$ cat config.mk
export PLATFORM = sky130hd
export DESIGN_NAME = fms_ram
export DESIGN_NICKNAME = d
export VERILOG_FILES = /design/src/hw/rtl/fms_ram.sv
export SDC_FILE = /design/constraint.sdc
export NUM_CORES = 2
export LEC_CHECK = 0
export ABC_CLOCK_PERIOD_IN_PS = 6200
export BUFFER_PORTS_ARGS = -buffer_cell sky130_fd_sc_hd__buf_2
export CAP_MARGIN = 20
export CORE_MARGIN = 2
export CORE_UTILIZATION = 40
export DETAILED_ROUTE_END_ITERATION = 8
export HOLD_SLACK_MARGIN = 0.05
export PLACE_DENSITY = 0.58
export SETUP_SLACK_MARGIN = 0.2
export SLEW_MARGIN = 20
export SYNTH_ARGS = -nofsm -noshare
export SYNTH_HDL_FRONTEND = slang
export SYNTH_MEMORY_MAX_BITS = 65536
export SYNTH_SLANG_ARGS = --single-unit
$ cat constraint.sdc
create_clock -name aclk -period 6.2 [get_ports aclk]
set_input_delay 0.62 -clock aclk [delete_from_list [all_inputs] [get_ports aclk]]
set_output_delay 0.62 -clock aclk [all_outputs]
set_load 0.005 [all_outputs]
$ cat src/hw/rtl/fms_ram.sv
// Generic single-write, single-read RAM with registered read data.
// No dependencies.
module fms_ram #(
    parameter int DEPTH = 64,
    parameter int WIDTH = 72
) (
    input  logic                     aclk,
    input  logic                     wr_en,
    input  logic [$clog2(DEPTH)-1:0] wr_addr,
    input  logic [WIDTH-1:0]         wr_data,
    input  logic [$clog2(DEPTH)-1:0] rd_addr,
    output logic [WIDTH-1:0]         rd_data
);

    logic [WIDTH-1:0] mem [DEPTH];

    always_ff @(posedge aclk) begin
        if (wr_en) begin
            mem[wr_addr] <= wr_data;
        end
    end

    always_ff @(posedge aclk) begin
        rd_data <= mem[rd_addr];
    end

endmodule

* After elaboration in Yosys (flattened, before gate mapping)
Memory sizes are Yosys's and may differ from the RTL's. A register that Yosys moved wholly into a read port is not among the register bits.
Index checks and enable logic that the tools add are counted.
** Storage, ports and cells
- Register bits :: 0
- RAM bits :: 4608
- Bits of input ports :: 86
- Output and inout bits :: 72
- Logic and storage cells :: 3
- Memories kept :: 1
** Operators by class
- Muxes and demuxes :: 2
** Memories
- mem :: words 64, width 72, rd ports 1, clocked after Yosys merged registers in 1, wr ports 1, RTL line 15 : logic [WIDTH-1:0] mem [DEPTH];
** Operators with widths (count)
- 1-bit two-way mux :: 2

* Longest topological paths before layout
- Depth after elaboration :: 2
- Depth in mapped cells :: 8

* Least setup slack after synthesis
No wires, ideal clock.
- Path type :: input -> register
- Start :: input port wr_addr[3]
- End :: memory mem[48][0] (enable)
- Arrival time :: 6028 ps
- Data required time :: 5610 ps
- Setup slack :: -419 ps
- Stages :: 4
- Path buffers :: 1
- Cells stage by stage :: clkbuf_1 > nor2b_1 > nand4b_1 > nor3_1
** RTL lines
- start: declaration :: RTL line 9 : input logic [$clog2(DEPTH)-1:0] wr_addr,
- end: declaration :: RTL line 15
No word-level cell before the write port.

==> results.md <==
* Pre-CTS WS at 2.32 ns
* Total GRT Usage at around 23%
* Gp weighted congestion at 0.772
* Placed Cells at approximately 13k
* Setup repair bufs after CTS at 0
* CP required at between 7 and 8 ns
* Die Ht at 666 um
* Synth Cell Area at between 150000 and 200000 um^2
* Mapped Nets at 7391
* Final TNS setup at 0 ns
* Area Overhead vs Synth at 14.2%
* Final wirelength at between 500000 and 600000 um
* Final Critical Period at roughly 2.9 ns
* Synth area leader: edfxtp_1
* Post-synth top area share at 79.0%
* Largest net degree at the start of global routing at roughly 110
* Placed wire-length estimate at 271000 um
* Max Cap Viol at 0
* TritonRoute pass-1 iters at 6
* Synth top area cells: edfxtp_1 79%, mux4_2 15%, a22oi_1 1.2%
* Non-filler cells, final at 13.9k
* Avg Inst Size Synth at about 24 um^2
* FP Rows at ~240
* Worst Clk Skew at roughly 0.053 ns
* Worst setup margin at roughly 3.3 ns
* Total CTS buffers at roughly 460
* H-Tree Level Count at 5
* Switching power at 14.1 mW
* Comb power frac at under 10%
* Clock Latency Late Sink at between 0.9 and 1 ns
* Synthesized instance count at approximately 7.3k
* Max-Slew Margin vs Limit at around 21%
* Yosys reg bits at approximately 4.7k
* Leak at 61.6 nW
* Die width at ~670 um
* Kind of critical path: input port to flip-flop
* Clock power frac at a little over two fifths
* Post-synth EDFFs at 4608
* CP Launch Type: input port
* Initial antenna violation count at 47
* Hold WS at around 0.16 ns
* Worst VDD drop at approximately 0.25 mV
* Clock Tree Buf Depth at 4
* Slew Viols, Final at 0
* Flop pwr share at a little over half
* WL/cell at around 37 um
* Final layout net count at between 7k and 8k
* Slew @ Worst Pin at between 1 and 1.5 ns
* Clk slew on worst S/H paths at 0.06 ns
* Vias at 85.7k
* Grt total ovfl at 0
* Status: finished clean
* Full die area at between 400000 and 500000 um^2
* Starting Density at between 40% and 50%
* Setup violations, final at 0
* Fillers at roughly 36k
* Antenna-violating nets left at 0
* Layout cell share with drive strength beyond 1 at between 20% and 30%
* Post-synthesis sequential area ratio at about four fifths
* Pwr Total at between 60 and 70 mW
* Most frequent cells in the layout: 4608 x edfxtp_1, 1152 x mux4_2, 467 x clkbuf_16
* Clk sinks at about 4.7k
* Period utilization at a little under half
* Yosys cell types at 27
* Placed cell area at between 150000 and 200000 um^2
* Worst Hold Class: input port to flip-flop
* FMAX at between 300 and 400 MHz
* Power Internal at ~52 mW
* Root Buffer: clkbuf_16
* Fin. Hold Viols at 0
* Final core occ at a little under half
* Unrepaired setup endpoints after global routing: false
* Port Buf Inserts at between 150 and 200
* Switching Share at around a fifth
* Vias in the first global route at roughly 85k
* Routed vias/inst at around 6.1
* Placeable core area at roughly 440000 um^2
* Post-Layout Inst Area at 200000 um^2
* Critical Path Sink Type: flip-flop
* CP Data Arrival Time at 3.82 ns
* TritonCTS clock tree: yes
* Initial DRC count at between 10k and 15k
* Top Ports at around 160
* Dominant synthesized flop cell: edfxtp_1
* Ys async rst share at 0%
* Global-route wire length before repair at approximately 710000 um
* Yosys warnings at 0
* Most common cell after layout, fill and taps aside: edfxtp_1
* CP max FO at 63
* # DRC at 0
* Power per cell area at approximately 330 nW/um^2
==> layer usage <==
layer,vias to the layer above,global-route usage (%),part of all wire [%]
met5,-,0,0.0027
met4,2,6.54,3.0
met3,818,3.63,9.1
met2,4685,37.7,48
met1,47500,32.5,39
li1,32800,-,-
==> final timing paths <==
path                              start  cells after the start  slack (ns)                     to
setup reg to reg  mem[34][26]$_DFFE_PP_                      4        4.29    rd_data[26]$_DFF_P_
hold reg to reg    mem[54][8]$_DFFE_PP_                      4        0.83     rd_data[8]$_DFF_P_
hold / removal              wr_data[20]                      1        0.16  mem[46][20]$_DFFE_PP_
setup / recovery             rd_addr[1]                      7        3.26    rd_data[69]$_DFF_P_
==> sequential cells by signal (all words and copies together), names as in the netlist <==
| register | flops |
|---|---|
| mem | 4608 |
| rd_data | 72 |
==> power by group through the flow <==
| stage | clock network (mW) | registers, mW | logic (mW) |
|---|---|---|---|
| 2_1_floorplan | 0 | 35.8 | 1.61 |
| 3_3_place_gp | 0 | 35.9 | 2.99 |
| 3_5_place_dp | 0 | 35.9 | 3.05 |
| 4_1_cts | 28.4 | 35.2 | 3.05 |
| 5_1_grt | 29.5 | 35.2 | 3.20 |
| 6_report | 28.0 | 35.2 | 3.03 |
==> synth_stat cells, drive strengths merged, types with 26 or more instances <==
master,number
nand3,128
o211a,72
nor2,120
buf,275
edfxtp,4608
mux2i,108
clkbuf,143
o221ai,54
dfxtp,72
o22ai,144
a211oi,72
mux4,1152
nand3b,26
a22oi,288
==> critical path: stages <==
cell and delay [ns]:
buf_8 0.51, buf_4 0.59, buf_4 0.76, mux4_2 0.41, a22oi_1 0.31, nand3_1 0.14, o211a_1 0.16
==> layout make-up <==
type | count | area, um^2 | area share (%)
diodes | 19 | 47.5 | 0.0238
clock inverters | 253 | 2630 | 1.31
repair buffers | 411 | 3880 | 1.94
flip-flops and latches | 4680 | 140000 | 69.9
multi-input cells | 2207 | 34000 | 17.0
well taps | 5757 | 7200 | 3.60
clock buffers | 617 | 12500 | 6.23
==> cells by family (layout without fill, tap and decap cells) <==
logic type / after synthesis / in the layout / share of synthesized area, %
AOI/OAI and AO/OA: 630 / 630 / 2.74
buffers and inverters: 418 / 1281 / 1.16
DFF: 4680 / 4680 / 79.8
muxes: 1260 / 1260 / 15.4
other: 0 / 19 / 0
and+or+nand+nor: 317 / 317 / 0.882
==> what timing repair did <==
item                      4_1_cts  5_1_grt
resized for setup               0        0
hold endpoints to repair        0       37
hold buffers                    0        3
(Power assumes the default switching activity.)
