**src/hw/rtl/fms_pkg.sv**
```systemverilog
// Shared types and constants for the maximal free space manager.
// Used by the core, fms_rank, the checker and the testbench; no dependencies.
package fms_pkg;

    localparam int MAX_ENTRIES = 64;
    localparam int COORD_BITS  = 12;
    localparam int IDX_W       = $clog2(MAX_ENTRIES);
    localparam int CNT_W       = IDX_W + 1;
    localparam int DIST_W      = COORD_BITS + 3;
    localparam int VOL_W       = 3 * COORD_BITS;
    localparam int ENTRY_W     = 6 * COORD_BITS;
    localparam int IN_DATA_W   = ((9 * COORD_BITS + 7) / 8) * 8;
    localparam int OUT_DATA_W  = ((6 * COORD_BITS + CNT_W + 7) / 8) * 8;
    localparam int PADDR_W     = 4;

    localparam logic [1:0] REG_LENGTH = 2'd0;
    localparam logic [1:0] REG_WIDTH  = 2'd1;
    localparam logic [1:0] REG_HEIGHT = 2'd2;

    localparam logic OP_CLEAR = 1'b0;
    localparam logic OP_PLACE = 1'b1;

    typedef logic [COORD_BITS-1:0] coord_t;

    typedef struct packed {
        logic [2:0][COORD_BITS-1:0] ext;
        logic [2:0][COORD_BITS-1:0] org;
    } entry_t;

    typedef enum logic [4:0] {
        S_BOOT, S_IDLE,
        S_P1_RD, S_P1_US, S_P1_REM,
        S_P2_RD, S_P2_US, S_P2_SPL,
        S_P4_IRD, S_P4_IUS, S_P4_JRD, S_P4_JUS,
        S_P5_RD, S_P5_US,
        S_BST_RD, S_BST_US, S_BST_W1, S_BST_W2,
        S_DONE
    } state_t;

endpackage

```
**src/hw/rtl/fms_rank.sv**
```systemverilog
// Best-entry ranking unit: corner distance, two-step volume product, running best.
// Depends on fms_pkg.
module fms_rank (
    input  logic                                    aclk,
    input  logic                                    aresetn,
    input  logic                                    feed,
    input  logic                                    first,
    input  fms_pkg::entry_t                         ent,
    input  logic [2:0][fms_pkg::COORD_BITS-1:0]     cfg,
    output fms_pkg::entry_t                         best
);

    localparam int CB = fms_pkg::COORD_BITS;

    logic                          s1_valid_reg, s2_valid_reg;
    logic                          s1_first_reg, s2_first_reg;
    fms_pkg::entry_t               s1_ent_reg, s2_ent_reg, best_reg;
    logic [fms_pkg::DIST_W-1:0]    s1_dist_reg, s2_dist_reg, bd_reg;
    logic [2*CB-1:0]               s1_prod_reg;
    logic [fms_pkg::VOL_W-1:0]     s2_vol_reg, bv_reg;
    logic [fms_pkg::DIST_W-1:0]    cdist;
    logic                          better;

    always_comb begin
        logic [CB:0] top;
        logic [CB:0] hi;
        logic [CB:0] lo;
        cdist = '0;
        for (int a = 0; a < 3; a++) begin
            top = {1'b0, ent.org[a]} + {1'b0, ent.ext[a]};
            hi  = (top >= {1'b0, cfg[a]}) ? top - {1'b0, cfg[a]} : {1'b0, cfg[a]} - top;
            lo  = {1'b0, ent.org[a]};
            cdist = cdist + fms_pkg::DIST_W'((lo < hi) ? lo : hi);
        end
    end

    assign better = s2_first_reg || (s2_dist_reg < bd_reg) ||
                    ((s2_dist_reg == bd_reg) && (s2_vol_reg > bv_reg));

    always_ff @(posedge aclk) begin
        if (!aresetn) begin
            s1_valid_reg <= 1'b0;
            s2_valid_reg <= 1'b0;
        end else begin
            s1_valid_reg <= feed;
            s2_valid_reg <= s1_valid_reg;
        end
        s1_first_reg <= first;
        s1_ent_reg   <= ent;
        s1_dist_reg  <= cdist;
        s1_prod_reg  <= ent.ext[0] * ent.ext[1];
        s2_first_reg <= s1_first_reg;
        s2_ent_reg   <= s1_ent_reg;
        s2_dist_reg  <= s1_dist_reg;
        s2_vol_reg   <= s1_prod_reg * s1_ent_reg.ext[2];
        if (s2_valid_reg && better) begin
            best_reg <= s2_ent_reg;
            bd_reg   <= s2_dist_reg;
            bv_reg   <= s2_vol_reg;
        end
    end

    assign best = best_reg;

endmodule

```
**config.mk**
```make
export PLATFORM = sky130hd
export DESIGN_NAME = fms_rank
export DESIGN_NICKNAME = d
export VERILOG_FILES = /design/src/hw/rtl/fms_pkg.sv /design/src/hw/rtl/fms_rank.sv
export SDC_FILE = /design/constraint.sdc
export NUM_CORES = 2
export LEC_CHECK = 0
export ABC_AREA = 1
export BUFFER_PORTS_ARGS = -buffer_cell sky130_fd_sc_hd__buf_4
export CORE_MARGIN = 10
export CORE_UTILIZATION = 40
export CTS_CLUSTER_SIZE = 30
export DETAILED_ROUTE_END_ITERATION = 8
export PLACE_DENSITY = 0.67
export SYNTH_ARGS = -nofsm -noshare
export SYNTH_HDL_FRONTEND = slang
export SYNTH_SLANG_ARGS = --single-unit
export TNS_END_PERCENT = 1
```
**constraint.sdc**
```tcl
create_clock -name aclk -period 21.3 [get_ports aclk]
set_input_delay 2.13 -clock aclk [delete_from_list [all_inputs] [get_ports aclk]]
set_output_delay 2.13 -clock aclk [all_outputs]
set_load 0.1 [all_outputs]
```
After elaboration in Yosys (flattened, before gate mapping)
Cells that the tools add are included.
{"block": "word_totals", "output_inout_bits": 72, "mem_count": 0, "wordCells": 60, "ramBits": 0, "romBits": 0, "reg_bits": 361, "latch_bits": 0, "input_bits": 112}
{"block": "classes", "n_addsub": 11, "shifts": 0, "mul": 2, "n_div": 0, "n_reduce_logical": 4, "n_mux": 6, "bitwise_logic": 0, "eq_ne": 1, "n_lt_le_gt_ge": 8}
{"op": "2-to-1 mux 13 bit", "count": 6}
{"op": "adder 12 x 12 -> 13 bit", "count": 3}
{"op": ">= comparator 13 x 12 -> 1 bit", "count": 3}
{"op": "less-than comparator 12 x 13 -> 1 bit", "count": 3}
{"op": "subtractor 12 x 13 -> 13 bit", "count": 3}
{"op": "subtractor 13 x 12 -> 13 bit", "count": 3}
{"op": "> comparator 36 bit", "count": 1}
{"op": "multiplier 24 x 12 -> 36 bit", "count": 1}
{"op": "multiplier 12 x 12 -> 24 bit", "count": 1}
{"op": "adder 14 x 13 -> 15 bit", "count": 1}
{"op": "== test 15 bit", "count": 1}
{"op": "less-than comparator 15 bit", "count": 1}
{"op": "adder 13 x 13 -> 14 bit", "count": 1}
{"op": "logical AND 1 bit", "count": 2}
{"op": "logical OR 1 bit", "count": 2}

Longest topological paths before layout
{"block": "depth", "ltp_word": 7, "depth_mapped": 52, "depth_no_buf": 50}

Least setup slack after synthesis
No wires, ideal clock.
{"block": "synth_path", "path_kind": "register to register", "from": "register bv_reg[19] (netlist name)", "to": "register bd_reg[0] (netlist name) (enable)", "setup_ps": 646, "synth_period_minus_slack_ps": 7859, "path_stages_with_launch": 11, "arrival_time_ps": 7214, "path_slack_ps": 13441, "t_required_ps": 20654, "n_path_buf": 0, "cell_sequence": "edfxtp_1 inv_1 ha_1 nand2_1 nor4_1 nand2_1 nand2_1 nand2_1 nand3_1 nand2_1 a21oi_1"}
{"block": "synth_between", "elab_chain_cells": 4}
{"element": "start: declaration", "line_no": "fms_rank.sv:20", "rtl": "logic [fms_pkg::VOL_W-1:0] s2_vol_reg, bv_reg;"}
{"element": "start signal: assignment", "line_no": "fms_rank.sv:59", "rtl": "bv_reg <= s2_vol_reg;"}
{"element": "> comparator 36 bit", "line_no": "fms_rank.sv:38", "rtl": "((s2_dist_reg == bd_reg) && (s2_vol_reg > bv_reg));"}
{"element": "logical AND 1 bit", "line_no": "fms_rank.sv:38"}
{"element": "logical OR 1 bit", "line_no": "fms_rank.sv:37", "rtl": "assign better = s2_first_reg || (s2_dist_reg < bd_reg) ||"}
{"element": "logical AND 1 bit", "line_no": "fms_rank.sv:56", "rtl": "if (s2_valid_reg && better) begin"}
{"element": "end signal: assignment", "line_no": "fms_rank.sv:58", "rtl": "bd_reg <= s2_dist_reg;"}
{"element": "end: declaration", "line_no": "fms_rank.sv:18", "rtl": "logic [fms_pkg::DIST_W-1:0] s1_dist_reg, s2_dist_reg, bd_reg;"}
No other way between the ends.
A chain may end at the register's enable or synchronous reset.

Worst setup path after layout
{"block": "layout_path", "from": "input ent[51] (netlist name)", "to": "register s1_dist_reg[11] (netlist name)"}
{"block": "layout_between", "elab_chain_cells": 7, "word_cells_on_any_way": 9, "classes_between": "add/sub (5); order compare (2); mux (2)"}
{"element": "start: declaration", "line_no": "fms_rank.sv:8", "rtl": "input fms_pkg::entry_t ent,"}
{"element": "adder 12 x 12 -> 13 bit *", "line_no": "fms_rank.sv:30", "rtl": "top = {1'b0, ent.org[a]} + {1'b0, ent.ext[a]};"}
{"element": "subtractor 12 x 13 -> 13 bit, or another cell as far along", "line_no": "fms_rank.sv:31", "rtl": "hi = (top >= {1'b0, cfg[a]}) ? top - {1'b0, cfg[a]} : {1'b0, cfg[a]} - top;"}
{"element": "2-to-1 mux 13 bit *", "line_no": "fms_rank.sv:31"}
{"element": "less-than comparator 12 x 13 -> 1 bit", "line_no": "fms_rank.sv:33", "rtl": "cdist = cdist + fms_pkg::DIST_W'((lo < hi) ? lo : hi);"}
{"element": "2-to-1 mux 13 bit *", "line_no": "fms_rank.sv:33"}
{"element": "adder 13 x 13 -> 14 bit *", "line_no": "fms_rank.sv:33"}
{"element": "adder 14 x 13 -> 15 bit *", "line_no": "fms_rank.sv:33"}
{"element": "via cdist (one bit)", "line_no": "fms_rank.sv:21", "rtl": "logic [fms_pkg::DIST_W-1:0] cdist;"}
{"element": "end signal: assignment", "line_no": "fms_rank.sv:50", "rtl": "s1_dist_reg <= cdist;"}
{"element": "end: declaration", "line_no": "fms_rank.sv:18"}
The timed path passes the listed nets; every way through them passes the cells marked *.

==> metrics.yaml <==
run_status:
  status: "finished, final reports clean"
logic_synthesis:
  synth.distinct_cells: 50
  synth_area_um2: 32640
  ys_ff_latch: 361
  ys.warnings.count: 0
  avgSynthCellArea_um2: 8.147
  syn_inst: 4007
  synth_seq_area_share_pct: 25.91
floorplanning:
  die_area_um2: 93440
  coreArea_um2: 80680
  num_rows: 104
  die_h_um: 305.7
  initial_core_util_pct: 40.46
  io_pins: 184
  die_w_um: 305.7
setup_path:
  max_stage_delay_ns: 0.42
  worstSetupStartpoint: "ent[51]"
  worst_path_max_delay_cell: "nor2_2"
  r2r_slack_ns: 15.68
  cp-endpoint: "s1_dist_reg[11]"
  r2r-start: "s1_ent_reg[70]"
  worstReg2RegEnd: "s2_vol_reg[21]"
  crit_path_frequent_cell: "nand2_1"
  crit_path_start_kind: "primary input"
  cp.arrival_ns: 8.81
  critPathMaxFanout: 14
  crit_type: "in2reg"
  required_ns: 21.72
  ff2ff_path_depth: 16
  worstSetupEndpointType: "flop"
cts:
  cts_max_path_buffers: 3
  htreeDepth: 2
  cts_resized: 0
  postCtsHoldBufs: 0
  numCtsBuffers: 39
  clk_pin_slew_ns: 0.07
  clk_latency_ns: 0.58
  tritoncts: "built"
  root_buffer: "clkbuf_16"
  cts_sinks: 361
  post_cts.repair.setup_buffers: 0
hold_path:
  hold_path_class: "reg2reg"
  worstHoldStart: "s1_dist_reg[14]"
job:
  maxCapViolations: 0
global_route:
  grt_overflow: 0
  antenna_found_initial: 4
  grt_usage_pct: 18.59
  grt_pass1_vias: 26060
  grt_max_degree: 54
  grt_pass1_wl_mm: 140.0
cells_and_area:
  layout_common_cells: "nand2_1, inv_1, fa_1, ha_1, dfxtp_1"
  fin_nets: 4947
  synthToLayoutAreaGrowth_pct: 11.22
  num_antenna_cells: 0
  final_common_cell: "nand2_1"
  drive_above_1_share_pct: 7.943
  finalInstanceArea_um2: 36310
timing:
  worst_pin_slew_ns: 1.180
  setup_viol_count_final: 0
  final_hold_viol_count: 0
  fmax_ghz: 0.1193
  min_period_over_period_pct: 39.36
  relSlewSlack_pct: 21.34
  rsz0062_at_grt: "no"
  clock_skew_ns: 0.04488
  finalCriticalPeriod_ns: 8.383
  finalSetupTns_ns: 0
  slew_viol_final: 0
placed_design:
  hpwl_mm: 71.30
  port_buffers: 183
  placed_area_um2: 35000
  gp_congestion: 0.9314
route:
  drtPass1Iterations: 6
  wirelength_mm: 87.29
  vias: 25630
  final_antenna_net_count: 0
  wl_per_cell_um: 16.66
  drc: 0
  vias_per_cell: 4.891
  dr.first_iter.drc_count: 1834
[worst min-delay path by stage]
stage / endpoint / cells after the start
after floorplan: s2_dist_reg[0] / 0
after global placement: s2_ent_reg[9] / 0
after detailed placement: s2_dist_reg[13] / 0
after CTS: s2_dist_reg[14] / 0
after global routing: s2_dist_reg[14] / 0
final: s2_dist_reg[14] / 0
[through the flow]
step	util (%)	hold slack (ns)	setup WS (ns)	instances
2_1_floorplan	-	0.3096	13.44	4009
3_3_place_gp	43.38	0.3096	12.46	5168
3_5_place_dp	43.38	0.3121	12.40	5168
4_1_cts	45.00	0.3145	12.96	5240
5_1_grt	45.00	0.3216	12.30	5240
6_report	45.00	0.3111	12.92	5240
[cell usage after synthesis (all sizes together)]
master	number	area share [%]
o21ai	65	1.1
o21a	9	0.21
o2111ai	4	0.11
clkinv	2	0.023
conb	1	0.011
nand3b	7	0.16
edfxtp	123	11
nor2	148	1.8
nand2	1139	13
a31oi	11	0.21
a21oi	166	2.6
nor3b	1	0.023
nand3	159	2.6
a21boi	4	0.092
dfxtp	238	15
and2	4	0.084
clkbuf	74	0.85
xnor2	20	0.54
o31ai	1	0.023
ha	343	13
fa	343	21
or2	4	0.077
inv	897	10
xor2	95	2.5
nor4	6	0.11
a21o	22	0.51
a31o	1	0.027
o211ai	6	0.14
o311ai	1	0.027
nand4	56	1.1
nor3	13	0.20
a221oi	1	0.027
a211oi	1	0.023
buf	22	0.53
o21bai	20	0.46
[worst max-delay path: cells and delay by family]
family / cells / cell delay [ns]
simple gates: 21 / 2.81
fa+ha+maj: 6 / 2.04
compound gates: 6 / 0.96
buf+inv: 5 / 0.47
xor+xnor: 2 / 0.40
[logic make-up (layout without fill, tap and decap cells)]
family / Yosys count / after routing / share of synthesized area [%]
AO/OA/AOI/OAI: 312 / 312 / 5.470
XOR/XNOR: 115 / 115 / 3.085
adder cells (fa/ha/maj): 686 / 686 / 34.18
buffers and inverters: 995 / 1166 / 11.72
flip-flops: 361 / 361 / 25.91
other: 1 / 3 / 0.01149
AND/OR/NAND/NOR: 1537 / 1537 / 19.62
[cell type report]
| class | count | area (um2) |
|---|---|---|
| sequential | 361 | 8458 |
| multi-input combinational | 2653 | 20380 |
| tap | 1060 | 1326 |
| clock buffer | 48 | 1082 |
| clock inverter | 24 | 224.0 |
| timing repair buffer | 195 | 1464 |
| inverter | 899 | 3374 |
| fill | 7983 | 44370 |
[per-layer routing]
layer	global-route usage, %	vias up	routed length (um)	share of wire [%]
met5	0	-	21	0.024
met3	3.035	105	5098	5.8
met4	3.592	4	1433	1.6
met1	25.22	12360	39870	46
li1	-	12500	-	-
met2	31.09	660	40870	47
Power is left out: the tool's default activity adds up to more than one toggle a clock period on the data nets, which glitch-free logic cannot reach.
